`src/rtl/core/spq_pkg.sv`:
```
`timescale 1ns / 1ps
`default_nettype none

package spq_pkg;

  localparam int DEPTH         = 16;
  localparam int PAYLOAD_WIDTH = 32;
  localparam int PRIO_WIDTH    = 8;
  localparam int COUNT_WIDTH   = $clog2(DEPTH + 1);

  typedef enum logic [1:0] {
    FUNC_INSERT  = 2'd0,
    FUNC_EXT_MIN = 2'd1,
    FUNC_EXT_EQ  = 2'd2,
    FUNC_EXT_LE  = 2'd3
  } func_t;

  typedef enum logic [1:0] {
    ST_DONE      = 2'd0,
    ST_NOT_FOUND = 2'd1,
    ST_FULL      = 2'd2
  } status_t;

  typedef struct packed {
    func_t                    func;
    logic [PRIO_WIDTH-1:0]    priority_req;
    logic [PAYLOAD_WIDTH-1:0] payload;
  } spq_in_t;

  typedef struct packed {
    status_t                  status;
    logic [PRIO_WIDTH-1:0]    out_priority;
    logic [PAYLOAD_WIDTH-1:0] out_payload;
    logic [COUNT_WIDTH-1:0]   count;
  } spq_out_t;

  typedef struct packed {
    logic                     valid;
    logic [PRIO_WIDTH-1:0]    prio;
    logic [PAYLOAD_WIDTH-1:0] payload;
  } spq_entry_t;

  typedef struct packed {
    logic                     fire;
    func_t                    func;
    logic [PRIO_WIDTH-1:0]    key;
    logic [PAYLOAD_WIDTH-1:0] payload;
    logic                     full;
    logic                     found;
  } spq_cmd_t;

  typedef struct packed {
    logic go;
    logic hit;
    logic first;
  } spq_flags_t;

endpackage

`default_nettype wire

```
`src/rtl/core/sorted_priority_queue_unit.sv`:
```
// Channel  Ports                            Moves
// -------  -------------------------------  -----------------------------------
// input    in_valid, in_ready, in_data      one command item: func, priority, payload
// output   out_valid, out_ready, out_data   one result item: status, entry, count
//
// Each command is compared in all cells at once; entries move at most one place.
// A result is registered and shows in the cycle after its command is taken.
// A new command is taken while the held result is taken, or when none is held.
// Reset (rst_n low, synchronous) empties the queue and drops any held result.
`timescale 1ns / 1ps
`default_nettype none

module sorted_priority_queue_unit (
  input  wire logic             clk,
  input  wire logic             rst_n,
  input  wire logic             in_valid,
  output logic                  in_ready,
  input  wire spq_pkg::spq_in_t in_data,
  output logic                  out_valid,
  input  wire logic             out_ready,
  output spq_pkg::spq_out_t     out_data
);

  localparam int D = spq_pkg::DEPTH;

  spq_pkg::spq_cmd_t   cmd;
  spq_pkg::spq_entry_t cell_q [D];
  spq_pkg::spq_entry_t left_q [D];
  spq_pkg::spq_entry_t right_q [D];
  spq_pkg::spq_flags_t flags [D];
  logic [D-1:0]        left_go;
  logic [D-1:0]        left_hit;
  logic [D-1:0]        first_vec;
  logic [D-1:0]        valid_vec;

  logic                                 out_valid_r;
  spq_pkg::spq_out_t                    out_data_r;
  spq_pkg::spq_out_t                    out_data_nxt;
  logic [spq_pkg::COUNT_WIDTH-1:0]      count_r;
  logic [spq_pkg::COUNT_WIDTH-1:0]      count_nxt;
  spq_pkg::spq_entry_t                  sel;

  assign in_ready = !out_valid_r || out_ready;

  always_comb begin
    cmd.fire    = in_valid && in_ready;
    cmd.func    = in_data.func;
    cmd.key     = in_data.priority_req;
    cmd.payload = in_data.payload;
    cmd.full    = valid_vec[D-1];
    cmd.found   = |first_vec;
  end

  for (genvar i = 0; i < D; i++) begin : g_cell
    if (i == 0) begin : g_head
      always_comb begin
        left_q[i]       = '0;
        left_q[i].valid = 1'b1;
        left_go[i]      = 1'b0;
        left_hit[i]     = 1'b0;
      end
    end else begin : g_body
      always_comb begin
        left_q[i]   = cell_q[i-1];
        left_go[i]  = flags[i-1].go;
        left_hit[i] = flags[i-1].hit;
      end
    end
    if (i == D - 1) begin : g_tail
      assign right_q[i] = '0;
    end else begin : g_inner
      assign right_q[i] = cell_q[i+1];
    end

    spq_cell u_cell (
      .clk         (clk),
      .rst_n       (rst_n),
      .cmd         (cmd),
      .left_entry  (left_q[i]),
      .right_entry (right_q[i]),
      .left_go     (left_go[i]),
      .left_hit    (left_hit[i]),
      .entry       (cell_q[i]),
      .flags       (flags[i])
    );

    assign first_vec[i] = flags[i].first;
    assign valid_vec[i] = cell_q[i].valid;
  end

  always_comb begin
    sel = '0;
    for (int i = 0; i < D; i++) begin
      if (first_vec[i]) begin
        sel = sel | cell_q[i];
      end
    end
  end

  always_comb begin
    count_nxt    = count_r;
    out_data_nxt = '0;
    if (cmd.func == spq_pkg::FUNC_INSERT) begin
      if (cmd.full) begin
        out_data_nxt.status = spq_pkg::ST_FULL;
      end else begin
        out_data_nxt.status = spq_pkg::ST_DONE;
        count_nxt           = count_r + 1'b1;
      end
    end else if (cmd.found) begin
      out_data_nxt.status       = spq_pkg::ST_DONE;
      out_data_nxt.out_priority = sel.prio;
      out_data_nxt.out_payload  = sel.payload;
      count_nxt                 = count_r - 1'b1;
    end else begin
      out_data_nxt.status = spq_pkg::ST_NOT_FOUND;
    end
    out_data_nxt.count = count_nxt;
  end

  always_ff @(posedge clk) begin
    if (!rst_n) begin
      out_valid_r <= 1'b0;
      count_r     <= '0;
    end else begin
      if (cmd.fire) begin
        out_valid_r <= 1'b1;
        out_data_r  <= out_data_nxt;
        count_r     <= count_nxt;
      end else if (out_ready) begin
        out_valid_r <= 1'b0;
      end
    end
  end

  assign out_valid = out_valid_r;
  assign out_data  = out_data_r;

  a_count_matches : assert property (@(posedge clk) disable iff (!rst_n)
    $countones(valid_vec) == 32'(count_r))
    else $error("count register disagrees with valid cells");

  a_packed_prefix : assert property (@(posedge clk) disable iff (!rst_n)
    (valid_vec & (valid_vec + 1'b1)) == '0)
    else $error("valid cells do not form a packed prefix");

  a_single_match : assert property (@(posedge clk) disable iff (!rst_n)
    $onehot0(first_vec))
    else $error("more than one cell claims the match");

  a_result_follows : assert property (@(posedge clk) disable iff (!rst_n)
    cmd.fire |=> out_valid_r)
    else $error("accepted item produced no result");

  a_full_refused : assert property (@(posedge clk) disable iff (!rst_n)
    (cmd.fire && cmd.func == spq_pkg::FUNC_INSERT && cmd.full)
      |=> (out_data_r.status == spq_pkg::ST_FULL && $stable(valid_vec)))
    else $error("insert into full queue changed state");

endmodule

`default_nettype wire

```
`src/rtl/core/spq_cell.sv`:
```
`timescale 1ns / 1ps
`default_nettype none

module spq_cell (
  input  wire logic               clk,
  input  wire logic               rst_n,
  input  wire spq_pkg::spq_cmd_t   cmd,
  input  wire spq_pkg::spq_entry_t left_entry,
  input  wire spq_pkg::spq_entry_t right_entry,
  input  wire logic               left_go,
  input  wire logic               left_hit,
  output spq_pkg::spq_entry_t     entry,
  output spq_pkg::spq_flags_t     flags
);

  spq_pkg::spq_entry_t entry_r;
  spq_pkg::spq_entry_t entry_nxt;
  logic                ge;
  logic                le;
  logic                eq;
  logic                go;
  logic                hit;
  logic                shift;

  always_comb begin
    ge = entry_r.valid && (entry_r.prio >= cmd.key);
    le = entry_r.valid && (entry_r.prio <= cmd.key);
    eq = entry_r.valid && (entry_r.prio == cmd.key);
    go = !entry_r.valid || (cmd.key <= entry_r.prio);
    case (cmd.func)
      spq_pkg::FUNC_EXT_MIN: hit = entry_r.valid;
      spq_pkg::FUNC_EXT_EQ:  hit = eq;
      spq_pkg::FUNC_EXT_LE:  hit = le;
      default:               hit = 1'b0;
    endcase
    shift = cmd.found && ((cmd.func != spq_pkg::FUNC_EXT_EQ) || ge);
  end

  always_comb begin
    entry_nxt = entry_r;
    if (cmd.fire) begin
      if (cmd.func == spq_pkg::FUNC_INSERT) begin
        if (!cmd.full) begin
          entry_nxt.valid = entry_r.valid || left_entry.valid;
          if (go) begin
            if (left_go) begin
              entry_nxt.prio    = left_entry.prio;
              entry_nxt.payload = left_entry.payload;
            end else begin
              entry_nxt.prio    = cmd.key;
              entry_nxt.payload = cmd.payload;
            end
          end
        end
      end else if (shift) begin
        entry_nxt = right_entry;
      end
    end
  end

  always_ff @(posedge clk) begin
    if (!rst_n) begin
      entry_r.valid <= 1'b0;
    end else begin
      entry_r <= entry_nxt;
    end
  end

  assign entry       = entry_r;
  assign flags.go    = go;
  assign flags.hit   = hit;
  assign flags.first = hit && !left_hit;

endmodule

`default_nettype wire

```
`config.mk`:
```
export PLATFORM = sky130hd
export DESIGN_NAME = sorted_priority_queue_unit
export DESIGN_NICKNAME = d
export VERILOG_FILES = /design/src/rtl/core/spq_pkg.sv /design/src/rtl/core/sorted_priority_queue_unit.sv /design/src/rtl/core/spq_cell.sv
export SDC_FILE = /design/constraint.sdc
export NUM_CORES = 2
export LEC_CHECK = 0
export BUFFER_PORTS_ARGS = -buffer_cell sky130_fd_sc_hd__buf_4
export CAP_MARGIN = 20
export CORE_MARGIN = 2
export CORE_UTILIZATION = 50
export CTS_BUF_LIST = sky130_fd_sc_hd__clkbuf_4 sky130_fd_sc_hd__clkbuf_8
export DETAILED_ROUTE_END_ITERATION = 7
export PLACE_DENSITY = 0.75
export SLEW_MARGIN = 10
export SYNTH_ARGS = -nofsm -noshare
export SYNTH_HDL_FRONTEND = slang
export SYNTH_SLANG_ARGS = --single-unit
```
`constraint.sdc`:
```
create_clock -name clk -period 14.8 [get_ports clk]
set_input_delay 1.48 -clock clk [delete_from_list [all_inputs] [get_ports clk]]
set_output_delay 1.48 -clock clk [all_outputs]
set_load 0.005 [all_outputs]
```
; After elaboration in Yosys (flattened, before gate mapping)
; Cells that the tools add are included.
[word_totals]
ff_bits = 709
input_bits = 46
out_inout_bits = 49
wordCells = 489
[op_classes]
n_addsub = 2
order_cmp = 48
n_eq_ne = 37
muxes = 119
n_bitwise = 16
n_reduce_logical = 213
[op_table]
columns = operator, count
row1 = $mux W41, 48
row2 = $mux W40, 47
row3 = $or A40 B40 Y40, 15
row4 = $le A8 B8 Y1, 32
row5 = $eq A8 B8 Y1, 16
row6 = $ge A8 B8 Y1, 16
row7 = $logic_and A1 B1 Y1, 80
row8 = $reduce_and A5 Y1, 16
row9 = $logic_or A1 B1 Y1, 48
row10 = $pmux W1 S3, 16
row11 = $reduce_and A3 Y1, 15
row12 = $reduce_bool A2 Y1, 17
row13 = $logic_not A1 Y1, 32
row14 = $ne A2 B1 Y1 const B, 16
row15 = $reduce_or A16 Y1, 1
row16 = $mux W5, 3
row17 = $add A5 B1 Y5 const B, 1
row18 = $sub A5 B1 Y5 const B, 1
row19 = $eq A2 B2 Y1 const B, 2
row20 = $mux W2, 2
row21 = $ne A2 B2 Y1 const B, 2
row22 = $reduce_and A2 Y1, 2
row23 = $mux W1, 3
row24 = $eq A2 B1 Y1 const B, 1
row25 = other kinds (3), 3

; Logic depth before layout (Yosys ltp)
[depth]
word_depth = 34
mapped_depth = 13
depth_no_buf = 11

; Hierarchy
; From an unflattened synthesis, not the netlist that was laid out.
[unflattened]
cells_unflattened = 4210
area_unflattened_um2 = 43769.5
[modules_own_cells]
columns = mod, instances, cells_each, area_each_um2, seq_area_each_um2
row1 = spq_cell, 16, 226, 2393.5, 1221.2
row2 = sorted_priority_queue_unit, 1, 594, 5472.7, 1531.5

; Worst setup path after synthesis
; Ideal clock, no wire load.
[synth_path]
path_type = input to register
startpoint = input in_data[33] in the netlist's numbering
endpoint = register g_cell[11].u_cell.entry_r (netlist bit g_cell[11].u_cell.entry[0]) (enable)
setup_ns = 0.487
arrival_ns = 6.388
t_required_ns = 14.313
path_slack_ns = 7.925
stages = 11
n_path_buf = 0
path_cell_list = inv_1 -> ha_1 -> nor2b_1 -> o211ai_1 -> a21oi_1 -> o32a_1 -> a2bb2oi_1 -> and4b_1 -> nand4_2 -> nand3_1 -> nor3_1
[synth_via]
elab_chain_len = 9
word_cells_on_any_way = 120
classes_between = order compare: 18 / eq/ne: 17 / mux: 16 / reduce/logical: 69
[synth_rtl]
columns = element, line
row1 = start: declaration, sorted_priority_queue_unit.sv:18  ; input wire spq_pkg::spq_in_t in_data,
row2 = $le A8 B8 Y1 / $eq A8 B8 Y1 (equally long branches), "spq_cell.sv:27, spq_cell.sv:28"
row3 = "$logic_and A1 B1 Y1, on equally long branches", "spq_cell.sv:27, spq_cell.sv:28"
row4 = $pmux W1 S3, spq_cell.sv:30  ; case (cmd.func)
row5 = $logic_not A1 Y1, spq_cell.sv:72  ; assign flags.first = hit && !left_hit;
row6 = $logic_and A1 B1 Y1, spq_cell.sv:72
row7 = $reduce_or A16 Y1, sorted_priority_queue_unit.sv:51  ; cmd.found = |first_vec;
row8 = $logic_and A1 B1 Y1, spq_cell.sv:36  ; shift = cmd.found && ((cmd.func != spq_pkg::FUNC_EXT_EQ) || ge);
row9 = $reduce_bool A2 Y1 (no line), n/a
row10 = $reduce_and A5 Y1 (no line) *, n/a
row11 = end signal: assignment, spq_cell.sv:65  ; entry_r <= entry_nxt;
row12 = end: declaration, spq_cell.sv:16  ; spq_pkg::spq_entry_t entry_r;
; Mark *: on every way between the ends. The rest lies on a longest branch, timed or not.
; A chain may end at the register's enable or synchronous reset.

; Worst setup path in the final report
[layout_path]
startpoint = input in_data[39] in the netlist's numbering
endpoint = register g_cell[7].u_cell.entry_r (netlist bit g_cell[7].u_cell.entry[22]) (enable)
[layout_via]
elab_chain_len = 9
word_cells_on_any_way = 120
classes_between = order compare: 18 / eq/ne: 17 / mux: 16 / reduce/logical: 69
[layout_rtl]
columns = element, line
row1 = $le A8 B8 Y1 / $eq A8 B8 Y1 (equally long branches), "spq_cell.sv:27, spq_cell.sv:28"
row2 = "$logic_and A1 B1 Y1, on equally long branches", "spq_cell.sv:27, spq_cell.sv:28"
row3 = $pmux W1 S3, spq_cell.sv:30
row4 = $logic_not A1 Y1, spq_cell.sv:72
row5 = $logic_and A1 B1 Y1, spq_cell.sv:72
row6 = $reduce_or A16 Y1, sorted_priority_queue_unit.sv:51
row7 = $logic_and A1 B1 Y1, spq_cell.sv:36
row8 = $reduce_bool A2 Y1 (no line), n/a
row9 = $reduce_and A5 Y1 (no line) *, n/a
row10 = end signal: assignment, spq_cell.sv:65
row11 = end: declaration, spq_cell.sv:16
; Marks and branches as above.

==> key figures <==
Floorplan
  – Die height: 291 microns
  – FP Rows: 105
  – Boundary pin count: 95
  – DIE AREA: 84900 sq um
  – Starting Density: 0.504
  – Core footprint: 82000 sq um
  – DIE WIDTH: 291 microns

GRT
  – Gr usage total: 0.336
  – Antenna violations before repair: 5
  – First-pass GRT wire length: 214000 microns
  – Vias in the first global route: 32600
  – Largest net degree at the start of global routing: 126
  – Grt ovf: 0

Status
  – Failing checks: DRC
  – Outcome: complete, but fails checks

CTS
  – Setup Fix Bufs, Post-CTS: 0
  – Root Driver: clkbuf_8
  – Resize count post-CTS: 0
  – Worst-path clk slew: 0.06 ns
  – Cts bufs inserted: 120
  – CTS tree: yes
  – Clk Latency, worst-skew pair: 0.79 ns
  – Clock sink count: 709
  – Hold_buf cts: 0
  – CTS Buffer Depth: 3
  – H-tree levels: 3

Synthesis
  – Async SR Flop Fraction: 0
  – Post-synth EDFFs: 687
  – Top cells by count, synth: nand2_1, edfxtp_1, o21ai_0
  – Largest area contributor in the netlist: edfxtp_1
  – Syn_area_per_cell: 10.2 sq um
  – FF+latch count, synth: 709
  – Mapped cell area: 41300 sq um
  – Seq/Total Area, Yosys: 0.510
  – Most used flip-flop cell after synthesis: edfxtp_1
  – Main area contributors after synthesis: edfxtp_1, mux2i_1, nand2_1
  – Most numerous cell in the Yosys netlist: nand2_1
  – Syn_nets: 4235
  – Synth Warn #: 0
  – Distinct cells, synth: 57
  – Yosys top cell area share: 0.499
  – Cells after Synth: 4059

Job
  – Max-Cap Viols: 0

Timing
  – FMAX: 0.139 GHz
  – Worst-margin pin slew: 1.25 ns
  – RSZ-0062 raised after global routing: false
  – Final worst slack: 7.60 ns
  – Final period demand of the worst path: 7.20 ns
  – Final hold vios: 0
  – Slew HR: 0.166
  – Tcrit/Tclk final: 0.486
  – Max-slew violation count: 0
  – Setup violators final: 0
  – Worst Clk Skew: 0.0494 ns
  – Setup TNS: 0 ns

Finish
  – Area grow syn2layout: 9.71%
  – Layout cells sized above 1: 0.102
  – Layout Nets: 4187

Setup path
  – Critical path class: input port to register
  – WP data required: 15.20 ns
  – RR Endpoint: g_cell[7].u_cell.entry[22]
  – FF-to-FF setup slack: 8.48 ns
  – Startpoint type of the worst setup path: input port
  – Worst r2r src: g_cell[11].u_cell.entry[39]
  – CP Data Arrival Time: 7.60 ns
  – Crit end category: register
  – Maximum fanout along the worst path: 41
  – Reg2Reg Depth: 11

Drt
  – DRT Pass-1 Iters: 8
  – Metal2 WL: 62800 microns
  – Detailed Route WL: 147000 microns
  – 1st-iter DRT viols: 6074
  – DR WL/cell: 28.4 microns
  – DR top layer: met5
  – WL met1: 54800 microns
  – Metal3 WL: 20700 microns
  – Via density: 6.73
  – DRC: 2
  – Antenna-violating nets left: 0
  – Vias: 34900

Worst hold path
  – Hold EP: count_r[4]
  – Hold Crit Class: register to register
  – Hold_sp: count_r[4]
  – Worst hold path depth: 2

Placement
  – Final HPWL DP: 82000 microns
  – Post-place setup slack: 7.07 ns
  – I/O Buffers: 94
  – GP Congestion: 0.999

Power and ir drop
  – Cell Pwr Density: 139 nW/um^2
  – VDD IR max: 0.0832 mV
  – Lkg Pwr: 0.0161 uW
critical path, cell delays in order:
cell and delay, ns:
buf_4 0.18, inv_1 0.54, ha_1 0.38, a21oi_1 0.15, o21ai_0 0.24, o31a_1 0.42, nor2_4 0.08, buf_4 0.77
nor4b_4 0.12, nand4_2 0.50, nand3_2 0.96, nor2_4 1.16, buf_4 0.56
worst max path at each step:
stage                           start                          to  slack (ns)
after global placement    in_data[39]  g_cell[7].u_cell.entry[25]        7.08
final                     in_data[39]  g_cell[7].u_cell.entry[22]        7.60
after global routing      in_data[39]  g_cell[13].u_cell.entry[9]        7.58
after CTS                 in_data[39]  g_cell[13].u_cell.entry[9]        7.86
after detailed placement  in_data[39]  g_cell[13].u_cell.entry[2]        7.07
after floorplan           in_data[33]  g_cell[11].u_cell.entry[0]        7.92
cell families after synthesis:
| kind of cell | count (synthesis) | synth area share |
|---|---|---|
| multiplexers | 556 | 0.135 |
| AO/OA/AOI/OAI | 1086 | 0.162 |
| XOR/XNOR | 5 | 0.00106 |
| buffers and inverters | 400 | 0.0371 |
| AND/OR/NAND/NOR | 1173 | 0.115 |
| adder cells (fa/ha/maj) | 130 | 0.0394 |
| flip-flops | 709 | 0.510 |
routing by layer:
| metal | GRT usage | vias up |
|---|---|---|
| li1 | - | 15100 |
| met1 | 0.454 | 16500 |
| met2 | 0.496 | 2666 |
| met3 | 0.0938 | 588 |
| met4 | 0.172 | 6 |
| met5 | 0 | - |
sequential cells by signal (all words and copies together), names as in the netlist:
signal and cells:
count_r 5, out_valid 1, g_cell.u_cell.entry 656, out_data 47
final cells by class:
cell class	instances	area, sq um
inverters	65	246
repair buffers	165	1240
clock inverters	62	460
multi-input cells	2950	19000
well taps	1070	1340
fillers	7073	36700
flip-flops and latches	709	21100
diodes	3	7.51
clock buffers	159	1950
where the power goes:
group | leakage, uW | internal [uW] | total, uW | switching [uW]
Combinational | 0.00837 | 545 | 1700 | 1150
Clock | 0.00125 | 951 | 1840 | 884
Sequential | 0.00652 | 2550 | 2750 | 198
stage by stage:
step	power (uW)	utilization	instance area [sq um]	std cells	hold slack, ns
floorplan	3720	-	41300	4059	0.458
global placement	4380	0.523	42900	4959	0.467
detailed placement	4410	0.523	42900	4959	0.481
CTS	6220	0.553	45300	5180	0.489
global route	6470	0.553	45300	5182	0.506
finish	6290	0.553	45300	5183	0.486
layout by cell type, fill, tap and decap left out, types with 3 or more instances in the layout:
master and n:
a311oi_1 13, o211ai_1 11, inv_1 64, o32ai_1 4
clkinv_2 12, nor2b_1 15, a22oi_1 101, nand4_1 75
nor3_1 16, o21ai_0 621, and2_2 7, a31oi_1 18
nor2_4 23, o211ai_2 4, clkinvlp_4 6, ha_1 130
clkinv_1 34, o31a_1 4, clkbuf_4 38, dfxtp_1 22
a221oi_1 81, edfxtp_1 687, a41oi_1 21, a21oi_1 110
diode_2 3, o31ai_1 3, nor2_1 39, nand2_1 958
buf_4 165, nand3_1 3, nor3_2 15, bufinv_16 5
a222oi_1 70, o32a_1 3, clkbuf_8 121, mux2i_1 556
xnor2_1 5, a21o_1 5, nand2b_1 6
Power figures use the tool's default switching activity.
